==> config.mk <==
export PLATFORM = sky130hd
export DESIGN_NAME = fletcher16_frame_receiver_top_flat
export DESIGN_NICKNAME = d
export VERILOG_FILES = /design/src/design/f16fr_pkg.sv /design/src/design/f16fr_if.sv /design/src/design/fletcher16_frame_receiver_top.sv /design/src/flat_wrapper.sv
export SDC_FILE = /design/constraint.sdc
export NUM_CORES = 1
export LEC_CHECK = 0
export ABC_AREA = 0
export BUFFER_PORTS_ARGS = -buffer_cell sky130_fd_sc_hd__buf_2
export CORE_UTILIZATION = 45
export DETAILED_ROUTE_END_ITERATION = 8
export PLACE_DENSITY = 0.67
export SYNTH_ARGS = -nofsm -noshare
export SYNTH_HDL_FRONTEND = slang
export SYNTH_SLANG_ARGS = --single-unit
==> constraint.sdc <==
create_clock -name clk -period 5.4 [get_ports clk]
set_input_delay 0.81 -clock clk [delete_from_list [all_inputs] [get_ports clk]]
set_output_delay 0.81 -clock clk [all_outputs]
set_load 0.1 [all_outputs]
==> src/design/f16fr_pkg.sv <==
// ----------------------------------------------------------------------------
// f16fr_pkg
// Shared types, codes and helpers for the Fletcher-16 frame receiver.
// ----------------------------------------------------------------------------
package f16fr_pkg;

  localparam int FRAME_LEN  = 9;
  localparam int BYTE_W     = 8;
  localparam int POS_W      = 4;
  localparam int WORD_W     = 32;
  localparam int CSUM_W     = 16;
  // running sums never exceed 0xff + 7*255 and 0xff + 35*255 in one frame
  localparam int SUM_LOW_W  = 11;
  localparam int SUM_HIGH_W = 14;

  localparam logic [BYTE_W-1:0] TYPE_BYTE_RESET = 8'hAA;
  localparam logic [BYTE_W-1:0] SUM_INIT        = 8'hff;

  typedef logic [1:0] status_t;
  localparam status_t STATUS_GOOD = 2'd0;
  localparam status_t STATUS_BAD  = 2'd1;
  localparam status_t STATUS_DROP = 2'd2;

  typedef logic [POS_W-1:0] pos_t;
  localparam pos_t POS_TYPE     = 4'd0;
  localparam pos_t POS_ANCHOR_N = 4'd1;
  localparam pos_t POS_ANCHOR_R = 4'd2;
  localparam pos_t POS_WORD0    = 4'd3;
  localparam pos_t POS_WORD1    = 4'd4;
  localparam pos_t POS_WORD2    = 4'd5;
  localparam pos_t POS_WORD3    = 4'd6;
  localparam pos_t POS_CHECK_HI = 4'd7;
  localparam pos_t POS_CHECK_LO = 4'd8;

  // end-around reduction modulo 255, applied twice
  function automatic logic [BYTE_W-1:0] fold255(input logic [15:0] s);
    logic [8:0] t1;
    logic [8:0] t2;
    t1 = {1'b0, s[7:0]} + {1'b0, s[15:8]};
    t2 = {1'b0, t1[7:0]} + {8'd0, t1[8]};
    return t2[7:0];
  endfunction

endpackage

==> src/design/f16fr_if.sv <==
// ----------------------------------------------------------------------------
// f16fr channel interfaces
// Valid/ready channels for received bytes and for frame results.
// ----------------------------------------------------------------------------
interface f16fr_byte_if;
  logic                        valid;
  logic                        ready;
  logic [f16fr_pkg::BYTE_W-1:0] rx_byte;

  modport source (output valid, output rx_byte, input ready);
  modport sink   (input valid, input rx_byte, output ready);
endinterface

interface f16fr_result_if;
  logic                         valid;
  logic                         ready;
  f16fr_pkg::status_t           status;
  logic [f16fr_pkg::BYTE_W-1:0] anchor_number;
  logic [f16fr_pkg::BYTE_W-1:0] anchor_reference;
  logic [f16fr_pkg::WORD_W-1:0] distance_bits;
  logic [f16fr_pkg::CSUM_W-1:0] expected_checksum;
  logic [f16fr_pkg::CSUM_W-1:0] received_checksum;
  logic [f16fr_pkg::BYTE_W-1:0] dropped_byte;

  modport source (output valid, output status, output anchor_number,
                  output anchor_reference, output distance_bits,
                  output expected_checksum, output received_checksum,
                  output dropped_byte, input ready);
  modport sink   (input valid, input status, input anchor_number,
                  input anchor_reference, input distance_bits,
                  input expected_checksum, input received_checksum,
                  input dropped_byte, output ready);
endinterface

==> src/design/fletcher16_frame_receiver_top.sv <==
// ----------------------------------------------------------------------------
// fletcher16_frame_receiver_top
// Assembles 9-byte frames from received bytes and checks their Fletcher-16.
// ----------------------------------------------------------------------------
//
//  channel   | dir | payload                                    | request
//  ----------+-----+--------------------------------------------+-------------
//  rx_chan   | in  | rx_byte                                    | one byte
//  result    | out | status, anchors, distance, checksums, drop | one report
//  cfg_wr_*  | in  | frame_type_byte                            | none
//
//  one byte accepted per cycle while rx_chan is ready; a report appears in the
//  cycle after the byte that completes a frame or is dropped as a bad type byte
//  the only limit on rate is the single result register: rx_chan stalls
//  only while a report sits unclaimed in it
//  rst is synchronous; it clears the frame position and the result valid,
//  sets the sums to 0xff, and returns the type byte to 0xaa
//
module fletcher16_frame_receiver_top (
  input  logic                          clk,
  input  logic                          rst,
  input  logic                          cfg_wr_en,
  input  logic [f16fr_pkg::BYTE_W-1:0]  cfg_wr_data,
  f16fr_byte_if.sink                    rx_chan,
  f16fr_result_if.source                result
);
  import f16fr_pkg::*;

  // configuration
  logic [BYTE_W-1:0]     frame_type_byte;

  // frame assembly state
  pos_t                  byte_position;
  pos_t                  byte_position_next;
  logic [SUM_LOW_W-1:0]  sum_low;
  logic [SUM_LOW_W-1:0]  sum_low_next;
  logic [SUM_HIGH_W-1:0] sum_high;
  logic [SUM_HIGH_W-1:0] sum_high_next;
  logic [BYTE_W-1:0]     anchor_n_reg;
  logic [BYTE_W-1:0]     anchor_n_reg_next;
  logic [BYTE_W-1:0]     anchor_r_reg;
  logic [BYTE_W-1:0]     anchor_r_reg_next;
  logic [WORD_W-1:0]     payload_word;
  logic [WORD_W-1:0]     payload_word_next;
  logic [BYTE_W-1:0]     check_high_byte;
  logic [BYTE_W-1:0]     check_high_byte_next;

  // result register contents
  logic                  out_valid;
  status_t               out_status;
  logic [BYTE_W-1:0]     out_anchor_n;
  logic [BYTE_W-1:0]     out_anchor_r;
  logic [WORD_W-1:0]     out_distance;
  logic [CSUM_W-1:0]     out_expect;
  logic [CSUM_W-1:0]     out_recv;
  logic [BYTE_W-1:0]     out_dropped;

  logic                  load_result;
  status_t               res_status;
  logic [BYTE_W-1:0]     res_anchor_n;
  logic [BYTE_W-1:0]     res_anchor_r;
  logic [WORD_W-1:0]     res_distance;
  logic [CSUM_W-1:0]     res_expect;
  logic [CSUM_W-1:0]     res_recv;
  logic [BYTE_W-1:0]     res_dropped;

  logic                  in_fire;
  logic [BYTE_W-1:0]     b;
  logic [SUM_LOW_W-1:0]  add_low;
  logic [SUM_HIGH_W-1:0] add_high;
  logic [CSUM_W-1:0]     expect_sum;
  logic [CSUM_W-1:0]     recv_sum;

  // a new byte may enter while the result register is empty or being drained
  assign rx_chan.ready = !out_valid || result.ready;
  assign in_fire       = rx_chan.valid && rx_chan.ready;
  assign b             = rx_chan.rx_byte;

  // fletcher step on the stored sums
  assign add_low  = sum_low + {{(SUM_LOW_W-BYTE_W){1'b0}}, b};
  assign add_high = sum_high + {{(SUM_HIGH_W-SUM_LOW_W){1'b0}}, add_low};

  // sums are final once byte 6 has gone in; sum2 high, sum1 low
  assign expect_sum = {fold255({{(16-SUM_HIGH_W){1'b0}}, sum_high}),
                       fold255({{(16-SUM_LOW_W){1'b0}}, sum_low})};
  assign recv_sum   = {check_high_byte, b};

  always_comb begin
    byte_position_next   = byte_position;
    sum_low_next         = sum_low;
    sum_high_next        = sum_high;
    anchor_n_reg_next    = anchor_n_reg;
    anchor_r_reg_next    = anchor_r_reg;
    payload_word_next    = payload_word;
    check_high_byte_next = check_high_byte;
    load_result          = 1'b0;
    res_status           = STATUS_GOOD;
    res_anchor_n         = '0;
    res_anchor_r         = '0;
    res_distance         = '0;
    res_expect           = '0;
    res_recv             = '0;
    res_dropped          = '0;
    if (in_fire) begin
      unique case (byte_position)
        POS_ANCHOR_N: begin
          anchor_n_reg_next  = b;
          sum_low_next       = add_low;
          sum_high_next      = add_high;
          byte_position_next = POS_ANCHOR_R;
        end
        POS_ANCHOR_R: begin
          anchor_r_reg_next  = b;
          sum_low_next       = add_low;
          sum_high_next      = add_high;
          byte_position_next = POS_WORD0;
        end
        POS_WORD0, POS_WORD1, POS_WORD2, POS_WORD3: begin
          // big-endian: shift the word up one byte at a time
          payload_word_next  = {payload_word[WORD_W-BYTE_W-1:0], b};
          sum_low_next       = add_low;
          sum_high_next      = add_high;
          byte_position_next = byte_position + pos_t'(1);
        end
        POS_CHECK_HI: begin
          check_high_byte_next = b;
          byte_position_next   = POS_CHECK_LO;
        end
        POS_CHECK_LO: begin
          // frame complete: report it, good or not
          load_result        = 1'b1;
          res_status         = (expect_sum == recv_sum) ? STATUS_GOOD : STATUS_BAD;
          res_anchor_n       = anchor_n_reg;
          res_anchor_r       = anchor_r_reg;
          res_distance       = payload_word;
          res_expect         = expect_sum;
          res_recv           = recv_sum;
          byte_position_next = POS_TYPE;
        end
        default: begin
          // type byte, also the landing place for any position out of range
          byte_position_next = POS_TYPE;
          if (b != frame_type_byte) begin
            load_result = 1'b1;
            res_status  = STATUS_DROP;
            res_dropped = b;
          end else begin
            sum_low_next       = {{(SUM_LOW_W-BYTE_W){1'b0}}, SUM_INIT}
                                 + {{(SUM_LOW_W-BYTE_W){1'b0}}, b};
            sum_high_next      = {{(SUM_HIGH_W-BYTE_W){1'b0}}, SUM_INIT}
                                 + {{(SUM_HIGH_W-SUM_LOW_W){1'b0}}, sum_low_next};
            byte_position_next = POS_ANCHOR_N;
          end
        end
      endcase
    end
  end

  // configuration register
  always_ff @(posedge clk) begin
    if (rst) begin
      frame_type_byte <= TYPE_BYTE_RESET;
    end else if (cfg_wr_en) begin
      frame_type_byte <= cfg_wr_data;
    end
  end

  // frame state
  always_ff @(posedge clk) begin
    if (rst) begin
      byte_position   <= POS_TYPE;
      sum_low         <= {{(SUM_LOW_W-BYTE_W){1'b0}}, SUM_INIT};
      sum_high        <= {{(SUM_HIGH_W-BYTE_W){1'b0}}, SUM_INIT};
      anchor_n_reg    <= '0;
      anchor_r_reg    <= '0;
      payload_word    <= '0;
      check_high_byte <= '0;
    end else begin
      byte_position   <= byte_position_next;
      sum_low         <= sum_low_next;
      sum_high        <= sum_high_next;
      anchor_n_reg    <= anchor_n_reg_next;
      anchor_r_reg    <= anchor_r_reg_next;
      payload_word    <= payload_word_next;
      check_high_byte <= check_high_byte_next;
    end
  end

  // result register: valid is control, the rest is payload
  always_ff @(posedge clk) begin
    if (rst) begin
      out_valid <= 1'b0;
    end else if (load_result) begin
      out_valid <= 1'b1;
    end else if (result.ready) begin
      out_valid <= 1'b0;
    end
  end

  always_ff @(posedge clk) begin
    if (load_result) begin
      out_status   <= res_status;
      out_anchor_n <= res_anchor_n;
      out_anchor_r <= res_anchor_r;
      out_distance <= res_distance;
      out_expect   <= res_expect;
      out_recv     <= res_recv;
      out_dropped  <= res_dropped;
    end
  end

  assign result.valid             = out_valid;
  assign result.status            = out_status;
  assign result.anchor_number     = out_anchor_n;
  assign result.anchor_reference  = out_anchor_r;
  assign result.distance_bits     = out_distance;
  assign result.expected_checksum = out_expect;
  assign result.received_checksum = out_recv;
  assign result.dropped_byte      = out_dropped;

`ifndef SYNTHESIS
  // position never leaves the frame
  a_pos_range: assert property (@(posedge clk) disable iff (rst)
    byte_position <= POS_CHECK_LO)
    else $error("frame position out of range");

  // a mid-frame byte never produces a report
  a_mid_quiet: assert property (@(posedge clk) disable iff (rst)
    (in_fire && byte_position != POS_TYPE && byte_position != POS_CHECK_LO)
    |=> !result.valid)
    else $error("report raised on a mid-frame byte");

  // a matching type byte opens a frame
  a_frame_open: assert property (@(posedge clk) disable iff (rst)
    (in_fire && byte_position == POS_TYPE && b == frame_type_byte)
    |=> byte_position == POS_ANCHOR_N)
    else $error("type byte did not open a frame");

  // a good report carries equal checksums
  a_good_match: assert property (@(posedge clk) disable iff (rst)
    (result.valid && result.status == STATUS_GOOD)
    |-> result.expected_checksum == result.received_checksum)
    else $error("good status with mismatching checksums");

  // a drop report carries only the dropped byte
  a_drop_clean: assert property (@(posedge clk) disable iff (rst)
    (result.valid && result.status == STATUS_DROP)
    |-> (result.anchor_number == '0 && result.distance_bits == '0
         && result.expected_checksum == '0 && result.received_checksum == '0))
    else $error("drop report carries frame fields");
`endif

endmodule
==> src/flat_wrapper.sv <==
// flat-port wrapper written by rule: the top's interface ports become plain ports
module fletcher16_frame_receiver_top_flat import f16fr_pkg::*;
  (clk, rst, cfg_wr_en, cfg_wr_data, rx_chan_valid, rx_chan_rx_byte, rx_chan_ready, result_valid, result_status, result_anchor_number, result_anchor_reference, result_distance_bits, result_expected_checksum, result_received_checksum, result_dropped_byte, result_ready);
  f16fr_byte_if rx_chan_i ();
  f16fr_result_if result_i ();
  input  logic clk;
  input  logic rst;
  input  logic cfg_wr_en;
  input  logic [f16fr_pkg::BYTE_W-1:0] cfg_wr_data;
  input wire logic [$bits(rx_chan_i.valid)-1:0] rx_chan_valid;
  input wire logic [$bits(rx_chan_i.rx_byte)-1:0] rx_chan_rx_byte;
  output wire logic [$bits(rx_chan_i.ready)-1:0] rx_chan_ready;
  output wire logic [$bits(result_i.valid)-1:0] result_valid;
  output wire logic [$bits(result_i.status)-1:0] result_status;
  output wire logic [$bits(result_i.anchor_number)-1:0] result_anchor_number;
  output wire logic [$bits(result_i.anchor_reference)-1:0] result_anchor_reference;
  output wire logic [$bits(result_i.distance_bits)-1:0] result_distance_bits;
  output wire logic [$bits(result_i.expected_checksum)-1:0] result_expected_checksum;
  output wire logic [$bits(result_i.received_checksum)-1:0] result_received_checksum;
  output wire logic [$bits(result_i.dropped_byte)-1:0] result_dropped_byte;
  input wire logic [$bits(result_i.ready)-1:0] result_ready;
  assign rx_chan_i.valid = rx_chan_valid;
  assign rx_chan_i.rx_byte = rx_chan_rx_byte;
  assign rx_chan_ready = rx_chan_i.ready;
  assign result_valid = result_i.valid;
  assign result_status = result_i.status;
  assign result_anchor_number = result_i.anchor_number;
  assign result_anchor_reference = result_i.anchor_reference;
  assign result_distance_bits = result_i.distance_bits;
  assign result_expected_checksum = result_i.expected_checksum;
  assign result_received_checksum = result_i.received_checksum;
  assign result_dropped_byte = result_i.dropped_byte;
  assign result_i.ready = result_ready;
  fletcher16_frame_receiver_top u_core (.clk(clk), .rst(rst), .cfg_wr_en(cfg_wr_en), .cfg_wr_data(cfg_wr_data), .rx_chan(rx_chan_i), .result(result_i));
endmodule
==> flow_summary.yaml, run 1 <==
clocking:
  clk_latency_ns: 0.44
  cts_setup_buffers: 0
  cts-buffers-inserted: 17
  root_buffer: "clkbuf_16"
  cts_buffer_depth: 2
  numClockSinks: 184
  ctsHoldBuffers: 0
  cts_tree: "built"
  clkTransAtPathRegs_ns: 0.07
  htreeDepth: 4
  cts_resized: 0
yosys:
  yosys_most_used_dff: "dfxtp_1"
  synth-edff-count: 90
  syn_area_um2: 9220
  synth-seq-cells: 184
  synth_cells: 916
  syn_avg_cell_area_um2: 10.1
  syn-num-nets: 980
  synth_cell_type_count: 62
  ys_async_sr_fraction_pct: 0
  yosys_warnings: 0
  seq_area_frac_synth_pct: 49.7
sta:
  finalCritPeriodShare_pct: 75.7
  fin_worst_skew_ns: 0.0113
  maxSlewViolCount: 0
  finalSetupTns_ns: 0
  rsz0062_at_grt: "false"
  worst_slew_pin_slew_ns: 1.06
  hold_viol: 0
  period_needed_ns: 4.09
  relSlewSlack_pct: 29.4
  worst_slack_ns: 1.31
  fmax_mhz: 245
  finalSetupViolCount: 0
floorplanning:
  die_x_um: 145
  ios: 113
  rows: 52
  die_area_um2: 21100
  initial_core_util_pct: 45.7
  core_um2: 20200
  die_h_um: 145
detailed_routing:
  drt-wirelength-per-cell_um: 16.3
  wl_um: 21000
  dr.pass1.iters: 6
  drt-initial-drc-count: 548
  via_count: 6788
  final_antenna_net_count: 0
  drc: 0
  vias_per_cell: 5.28
setup_path:
  start_kind: "input port"
  path_max_fanout: 16
  crit_arrival_ns: 4.45
  reg2reg_depth: 13
  worst_ep_required_time_ns: 5.76
  critPathKind: "input port to register"
  cp-end-kind: "register"
final_layout:
  nNetsFinal: 1066
  final_area_um2: 10600
  diodes: 0
  area_growth_syn_to_layout_pct: 15.0
  drive_gt1_share_pct: 16.7
  final_util_pct: 52.6
global_routing:
  grt_pass1_wl_um: 33400
  grt_pass1_vias: 6381
  antenna_found_initial: 0
  grt_max_degree: 78
  grt_remaining_overflow: 0
  grt_use_total_pct: 20.2
min_path:
  holdPathStages: 2
  hold_path_class: "register to register"
pwr:
  p_per_area_nw_per_um2: 376
  switchingPower_mw: 1.48
  comb_power_share_pct: 28.6
  p_leak_nw: 4.31
  intPower_mw: 2.50
  p_clk_share_pct: 31.1
  p_sw_share_pct: 37.1
  pwr-share-seq_pct: 40.3
  ir_drop_v: 0.000265
placement:
  gp_congestion: 0.893
  port_buffers: 112
  postPlaceCellArea_um2: 10000
  place_ws_ns: 0.870
  dp.final_hpwl_um: 14500
run:
  drv_cap: 0
run_status:
  status: "complete, no violations"
[placed cells by master (no fill, tap or decap), drive strengths merged, types with 5 or more instances in the layout]
master,count
buf,117
nand2,111
dfxtp,94
edfxtp,90
nor2,85
and2,75
a21oi,75
ha,39
xor2,36
mux2i,28
xnor2,25
o21ai,23
nand3,21
clkbuf,18
nor3,17
inv,17
o211ai,14
nand2b,8
nor4,8
clkinv,8
a211oi,7
a31oi,7
a21o,6
nor3b,6
xnor3,6
nand3b,5
o21bai,5
or3,5
[synthesized netlist by cell type (all sizes together), types with 2 or more instances]
cell	instances	area, um^2
nand2b	8	50.1
o31ai	3	22.5
a2111oi	2	17.5
nor2b	3	18.8
a21boi	2	15.0
o311ai	2	17.5
ha	39	488
xor2	36	323
or2	4	25.0
dfxtp	94	1880
edfxtp	90	2700
or3b	3	26.3
nand3	21	118
fa	4	80.1
xnor2	25	219
o21ai	23	115
nand2	111	417
mux2i	28	280
or4	4	30.0
inv	13	48.8
or3	5	31.3
a21o	6	45.0
nand3b	5	37.5
clkbuf	48	180
o21bai	5	37.5
o2111ai	4	35.0
nor2	85	319
a21oi	75	375
o21a	3	22.5
nor3	17	85.1
nand4	3	18.8
a2111o	2	22.5
buf	2	8.75
o21ba	3	30.0
nor3b	6	45.0
and2	75	469
o211ai	14	105
xnor3	6	136
a31oi	7	43.8
a211oi	7	52.6
nor4	8	77.6
[metrics by stage]
step	hold WS (ns)	power (mW)	std cells
after floorplan	0.432	2.57	916
after global placement	0.441	2.77	1253
after detailed placement	0.449	2.77	1253
after CTS	0.460	4.00	1285
after global routing	0.472	4.15	1285
final	0.457	3.98	1285
[final timing paths]
kind / from / end / slack (ns)
setup / recovery: rx_chan_rx_byte[0] / u_core.sum_high[13] / 1.31
hold / removal: u_core.payload_word[26] / u_core.payload_word[26] / 0.46
setup reg to reg: u_core.sum_low[8] / u_core.result.status[0] / 1.41
hold reg to reg: u_core.payload_word[26] / u_core.payload_word[26] / 0.46
[cells by family (layout without fill, tap and decap cells)]
family | count (synthesis) | in the layout | synth area share [%]
fa+ha+maj | 43 | 43 | 6.16
mux | 28 | 28 | 3.04
simple gates | 363 | 363 | 19.6
xor+xnor | 68 | 68 | 7.61
buf+inv | 63 | 162 | 2.58
compound gates | 167 | 167 | 11.3
flops | 184 | 184 | 49.7
[worst max-delay path, stage by stage]
cell and delay, ns:
buf_2 0.21, ha_1 0.27, fa_1 0.41, a21o_1 0.19, a21oi_1 0.22, o21bai_1 0.12, a2111o_1 0.47, and4_1 0.24
xor2_1 0.15, ha_1 0.35, nand2_1 0.07, o31a_1 0.28, or4_1 0.47, a31oi_1 0.16
[final cells by class]
cell class	count	area (um^2)
Inverter	13	50.0
Fill cell	1890	9570
Clock buffer	18	450
Multi-Input combinational cell	669	4410
Sequential cell	184	4580
Tap cell	270	338
Clock inverter	14	156
Timing Repair Buffer	117	611
[metal layers]
layer / vias up / global-route usage (%) / share of wire, %
li1: 3391 / - / -
met2: 191 / 31.9 / 46
met1: 3173 / 28.0 / 47
met4: 0 / 7.21 / 2.2
met5: - / 0 / 0
met3: 33 / 3.52 / 4.5
[power groups by stage]
stage / clock network (mW) / registers [mW] / logic, mW
after floorplan: 0 / 2.04 / 0.529
after global placement: 0 / 1.64 / 1.13
after detailed placement: 0 / 1.64 / 1.13
after CTS: 1.26 / 1.61 / 1.14
after global routing: 1.32 / 1.61 / 1.22
final: 1.24 / 1.61 / 1.14
(Power assumes the default switching activity.)
==> run 2: changes to the inputs <==
Clock period 5.4 ns to 3.99 ns, I/O delays scaled along.
==> flow_summary.yaml, run 2 (synthesis results as in run 1) <==
sta:
  hold_viol: 0
  maxSlewViolCount: 0
  whs_ns: 0.387
  finalSetupViolCount: 0
  fmax_mhz: 269
  fin_worst_skew_ns: 0.0108
  period_needed_ns: 3.72
  relSlewSlack_pct: 25.0
  rsz0062_at_grt: "false"
  finalCritPeriodShare_pct: 93.3
  worst_slew_pin_slew_ns: 1.12
global_routing:
  grt_pass1_wl_um: 33600
  grt_pass1_vias: 6186
  grt_use_total_pct: 20.5
  grt_max_degree: 91
  antenna_found_initial: 0
  grt_remaining_overflow: 0
detailed_routing:
  final_antenna_net_count: 0
  drc: 0
  dr.pass1.iters: 7
  vias_per_cell: 5.27
  via_count: 6877
  drt-initial-drc-count: 485
  drt-wirelength-per-cell_um: 16.4
  wl_um: 21400
pwr:
  power_mw: 5.52
  ir_drop_v: 0.000295
  p_per_area_nw_per_um2: 512
  p_leak_nw: 4.41
floorplanning:
  core_um2: 20200
  die_h_um: 145
  rows: 52
  ios: 113
  die_area_um2: 21100
  die_x_um: 145
  initial_core_util_pct: 45.7
final_layout:
  diodes: 0
  final_common_cell: "buf_2"
  area_growth_syn_to_layout_pct: 16.7
  drive_gt1_share_pct: 18.4
  nFillCells: 1815
  final_cell_mix: "buf_2 (112), nand2_1 (111), dfxtp_1 (93), edfxtp_1 (90), nor2_1 (83)"
  final_util_pct: 53.4
  nNetsFinal: 1085
clocking:
  clk_latency_ns: 0.43
  htreeDepth: 4
  cts_tree: "built"
  ctsHoldBuffers: 0
  numClockSinks: 184
  cts-buffers-inserted: 17
  clkTransAtPathRegs_ns: 0.07
  cts_setup_buffers: 0
  cts_buffer_depth: 2
  root_buffer: "clkbuf_16"
  cts_resized: 0
setup_path:
  cpMaxStageDelayCell: "a2111o_1"
  start_kind: "register"
  rrSetupSlack_ns: 0.27
  path_buf_inv: 1
  critPathKind: "register to register"
  cp_common_cell: "ha_1"
  worst_ep_required_time_ns: 4.35
  crit_arrival_ns: 4.09
  cp_cell_sequence: "ha_1, fa_1, a21o_1, a21oi_1, o21bai_1, a2111o_1, and4_1, xor2_1, ha_1, nand2_1, o31a_1, buf_4, or4_1, nand3_1"
  cp-end-kind: "register"
  slowest_delay_ns: 0.48
  path_max_fanout: 4
  crit_family: "compound AO/OA/AOI/OAI gates"
placement:
  dp.final_hpwl_um: 14700
  port_buffers: 112
  gp_congestion: 0.896
min_path:
  hold_path_class: "input port to register"
run_status:
  status: "complete, no violations"
run:
  drv_cap: 0
==> run 2: cell count changes in the layout (fill, tap and decap cells not counted), sizes merged <==
cell | before | now
clkbuf | 18 | 17
buf | 117 | 136
clkinv | 8 | 4
inv | 17 | 20
bufinv | 0 | 2
==> run 2: area by class of cell <==
| type | count | area, um^2 | share of cell area [%] |
|---|---|---|---|
| clock buffers | 17 | 425 | 3.95 |
| clock inverters | 15 | 205 | 1.91 |
| inverters | 13 | 52.6 | 0.488 |
| multi-input cells | 669 | 4420 | 41.0 |
| flip-flops and latches | 184 | 4590 | 42.6 |
| well taps | 270 | 338 | 3.14 |
| repair buffers | 136 | 741 | 6.88 |
==> run 2: per-stage QoR <==
step | setup TNS, ns | setup slack, ns | area [um^2] | cells
detailed placement | -0.305 | -0.127 | 10100 | 1272
global placement | -0.146 | -0.0853 | 10100 | 1272
CTS | 0 | 0.190 | 10800 | 1304
floorplan | 0 | 0.190 | 9230 | 916
global route | 0 | 0.0164 | 10800 | 1304
finish | 0 | 0.268 | 10800 | 1304
==> run 2: where the power goes <==
group	switching (mW)	internal, mW	total, mW
Sequential	0.0594	2.11	2.16
Combinational	1.15	0.442	1.59
Clock	0.794	0.963	1.76
==> run 2: path summary, 6_finish.rpt <==
check,startpoint,endpoint,cells past startpoint
hold / removal,cfg_wr_data[5],u_core.frame_type_byte[5],3
setup reg to reg,u_core.sum_low[0],u_core.sum_high[11],14
setup / recovery,u_core.sum_low[0],u_core.sum_high[11],14
hold reg to reg,u_core.payload_word[29],u_core.payload_word[29],2
==> run 2: worst register-to-register path, cell delays in order, from the launching register on <==
cell and delay [ns]:
dfxtp_1 0.34, ha_1 0.21, fa_1 0.40, a21o_1 0.20, a21oi_1 0.21, o21bai_1 0.13
a2111o_1 0.48, and4_1 0.24, xor2_1 0.15, ha_1 0.36, nand2_1 0.07, o31a_1 0.24
buf_4 0.14, or4_1 0.40, nand3_1 0.09
==> run 2: per-layer routing <==
metal	routed length, um	share of wire, %	vias up	track usage (%)
met5	0	0	-	0
met4	337	1.6	0	5.89
met3	920	4.3	21	3.87
met2	9860	46	162	32.0
met1	10200	48	3259	28.9
li1	-	-	3435	-
==> run 3: changes to the inputs <==
Settings changed: BUFFER_PORTS_ARGS -buffer_cell sky130_fd_sc_hd__buf_2 to unset, DONT_BUFFER_PORTS set to 1, PLACE_DENSITY 0.67 to 0.63.
==> flow_summary.yaml, run 3 (synthesis results as in run 1) <==
run_status:
  status: "complete, no violations"
clocking:
  cts_tree: "built"
  cts_buffer_depth: 2
  clkTransAtPathRegs_ns: 0.09
  cts_resized: 0
  root_buffer: "clkbuf_16"
  cts-buffers-inserted: 17
  htreeDepth: 4
  numClockSinks: 184
  clk_latency_ns: 0.45
  cts_setup_buffers: 0
  ctsHoldBuffers: 0
sta:
  relSlewSlack_pct: 23.7
  hold_viol: 0
  maxSlewViolCount: 0
  rsz0062_at_grt: "false"
  fin_worst_skew_ns: 0.0142
  finalSetupTns_ns: 0
  fmax_mhz: 268
  worst_slack_ns: 0.254
  period_needed_ns: 3.74
  finalCritPeriodShare_pct: 93.6
  worst_slew_pin_slew_ns: 1.14
  finalSetupViolCount: 0
  whs_ns: 0.232
final_layout:
  final_cell_mix: "nand2_1 (111), dfxtp_1 (92), edfxtp_1 (90), nor2_1 (83), and2_1 (75)"
  register_area_um2: 4590
  diodes: 0
  nNetsFinal: 960
  drive_gt1_share_pct: 7.26
  multi_input_area_um2: 4430
  final_area_um2: 10100
  nFillCells: 1867
  final_common_cell: "nand2_1"
  area_growth_syn_to_layout_pct: 9.67
setup_path:
  crit_arrival_ns: 4.10
  start_kind: "register"
  cp_cell_sequence: "ha_1, fa_1, a21o_1, a21oi_2, o21bai_1, a2111o_1, and4_1, xor2_1, ha_1, nand2_1, o31a_1, or4_1, a31oi_1"
  critPathKind: "register to register"
  cpMaxStageDelayCell: "a2111o_1"
  rrSetupSlack_ns: 0.25
  reg2reg_to: "u_core.sum_high[13]"
  cp-end-kind: "register"
  worstSetupEndpoint: "u_core.sum_high[13]"
  timing.rr.start: "u_core.sum_low[0]"
  cp_common_cell: "ha_1"
  worstSetupStartpoint: "u_core.sum_low[0]"
  reg2reg_depth: 13
  slowest_delay_ns: 0.47
  path_max_fanout: 4
  worst_ep_required_time_ns: 4.36
floorplanning:
  core_um2: 20200
  die_x_um: 145
  rows: 52
  ios: 113
  die_area_um2: 21100
  die_h_um: 145
  initial_core_util_pct: 45.7
global_routing:
  grt_pass1_vias: 6032
  grt_use_total_pct: 20.9
  antenna_found_initial: 1
  grt_pass1_wl_um: 33900
  grt_max_degree: 80
  grt_remaining_overflow: 0
detailed_routing:
  dr.pass1.iters: 5
  wl_um: 21600
  drt-wirelength-per-cell_um: 18.3
  final_antenna_net_count: 0
  vias_per_cell: 5.59
  drt-initial-drc-count: 451
  drc: 0
  via_count: 6591
placement:
  dp.final_hpwl_um: 14700
  port_buffers: 0
  gp_congestion: 0.888
  postPlaceCellArea_um2: 9480
  place_ws_ns: -0.0271
min_path:
  hold_path_class: "input port to register"
  hp-start: "rst"
pwr:
  p_per_area_nw_per_um2: 531
  ir_drop_v: 0.000277
  p_leak_nw: 3.87
run:
  drv_cap: 0
## run 3: cell types whose count changed in the layout (fill, tap and decap cells not counted), moves of 2 or more
cell       before  now
bufinv_16       2    0
buf_4          24   10
buf_2         112    0
inv_12          0    2
## run 3: area by class of cell
type	instances	share of cell area, %
flip-flops and latches	184	45.3
multi-input cells	669	43.8
clock buffers	17	4.21
well taps	270	3.34
clock inverters	15	1.89
repair buffers	11	0.940
inverters	13	0.520
## run 3: power breakdown
part           internal (mW)  switching (mW)
clock network          0.863           0.871
registers               2.11           0.626
logic                  0.369           0.528
total                   3.34            2.02
## run 3: metal layers
layer / part of all wire (%) / track usage, %
met2: 47 / 33.5
met4: 1.5 / 6.11
met3: 4.2 / 3.71
met1: 48 / 28.9
met5: 0.060 / 0
## run 3: metrics by stage
step                      total power [mW]  utilization (%)  cells
after CTS                             5.39             50.1   1179
final                                 5.37             50.1   1179
after floorplan                       3.47                -    916
after detailed placement              3.66             47.0   1147
after global routing                  5.57             50.1   1179
after global placement                3.66             47.0   1147
## run 3: how the worst min path moves through the flow
| stage | to | slack (ns) | cells after the start |
|---|---|---|---|
| finish | u_core.payload_word[30] | 0.23 | 1 |
| global route | u_core.payload_word[30] | 0.21 | 1 |
| CTS | u_core.sum_high[8] | 0.21 | 1 |
| detailed placement | u_core.payload_word[24] | 0.44 | 2 |
| global placement | u_core.payload_word[29] | 0.43 | 2 |
| floorplan | u_core.payload_word[24] | 0.43 | 2 |
## run 3: critical path: cells and delay by family, from the launching register on
family / cells / cell delay [ns]
flops: 1 / 0.34
fa+ha+maj: 3 / 0.95
xor+xnor: 1 / 0.15
simple gates: 3 / 0.79
compound gates: 6 / 1.42
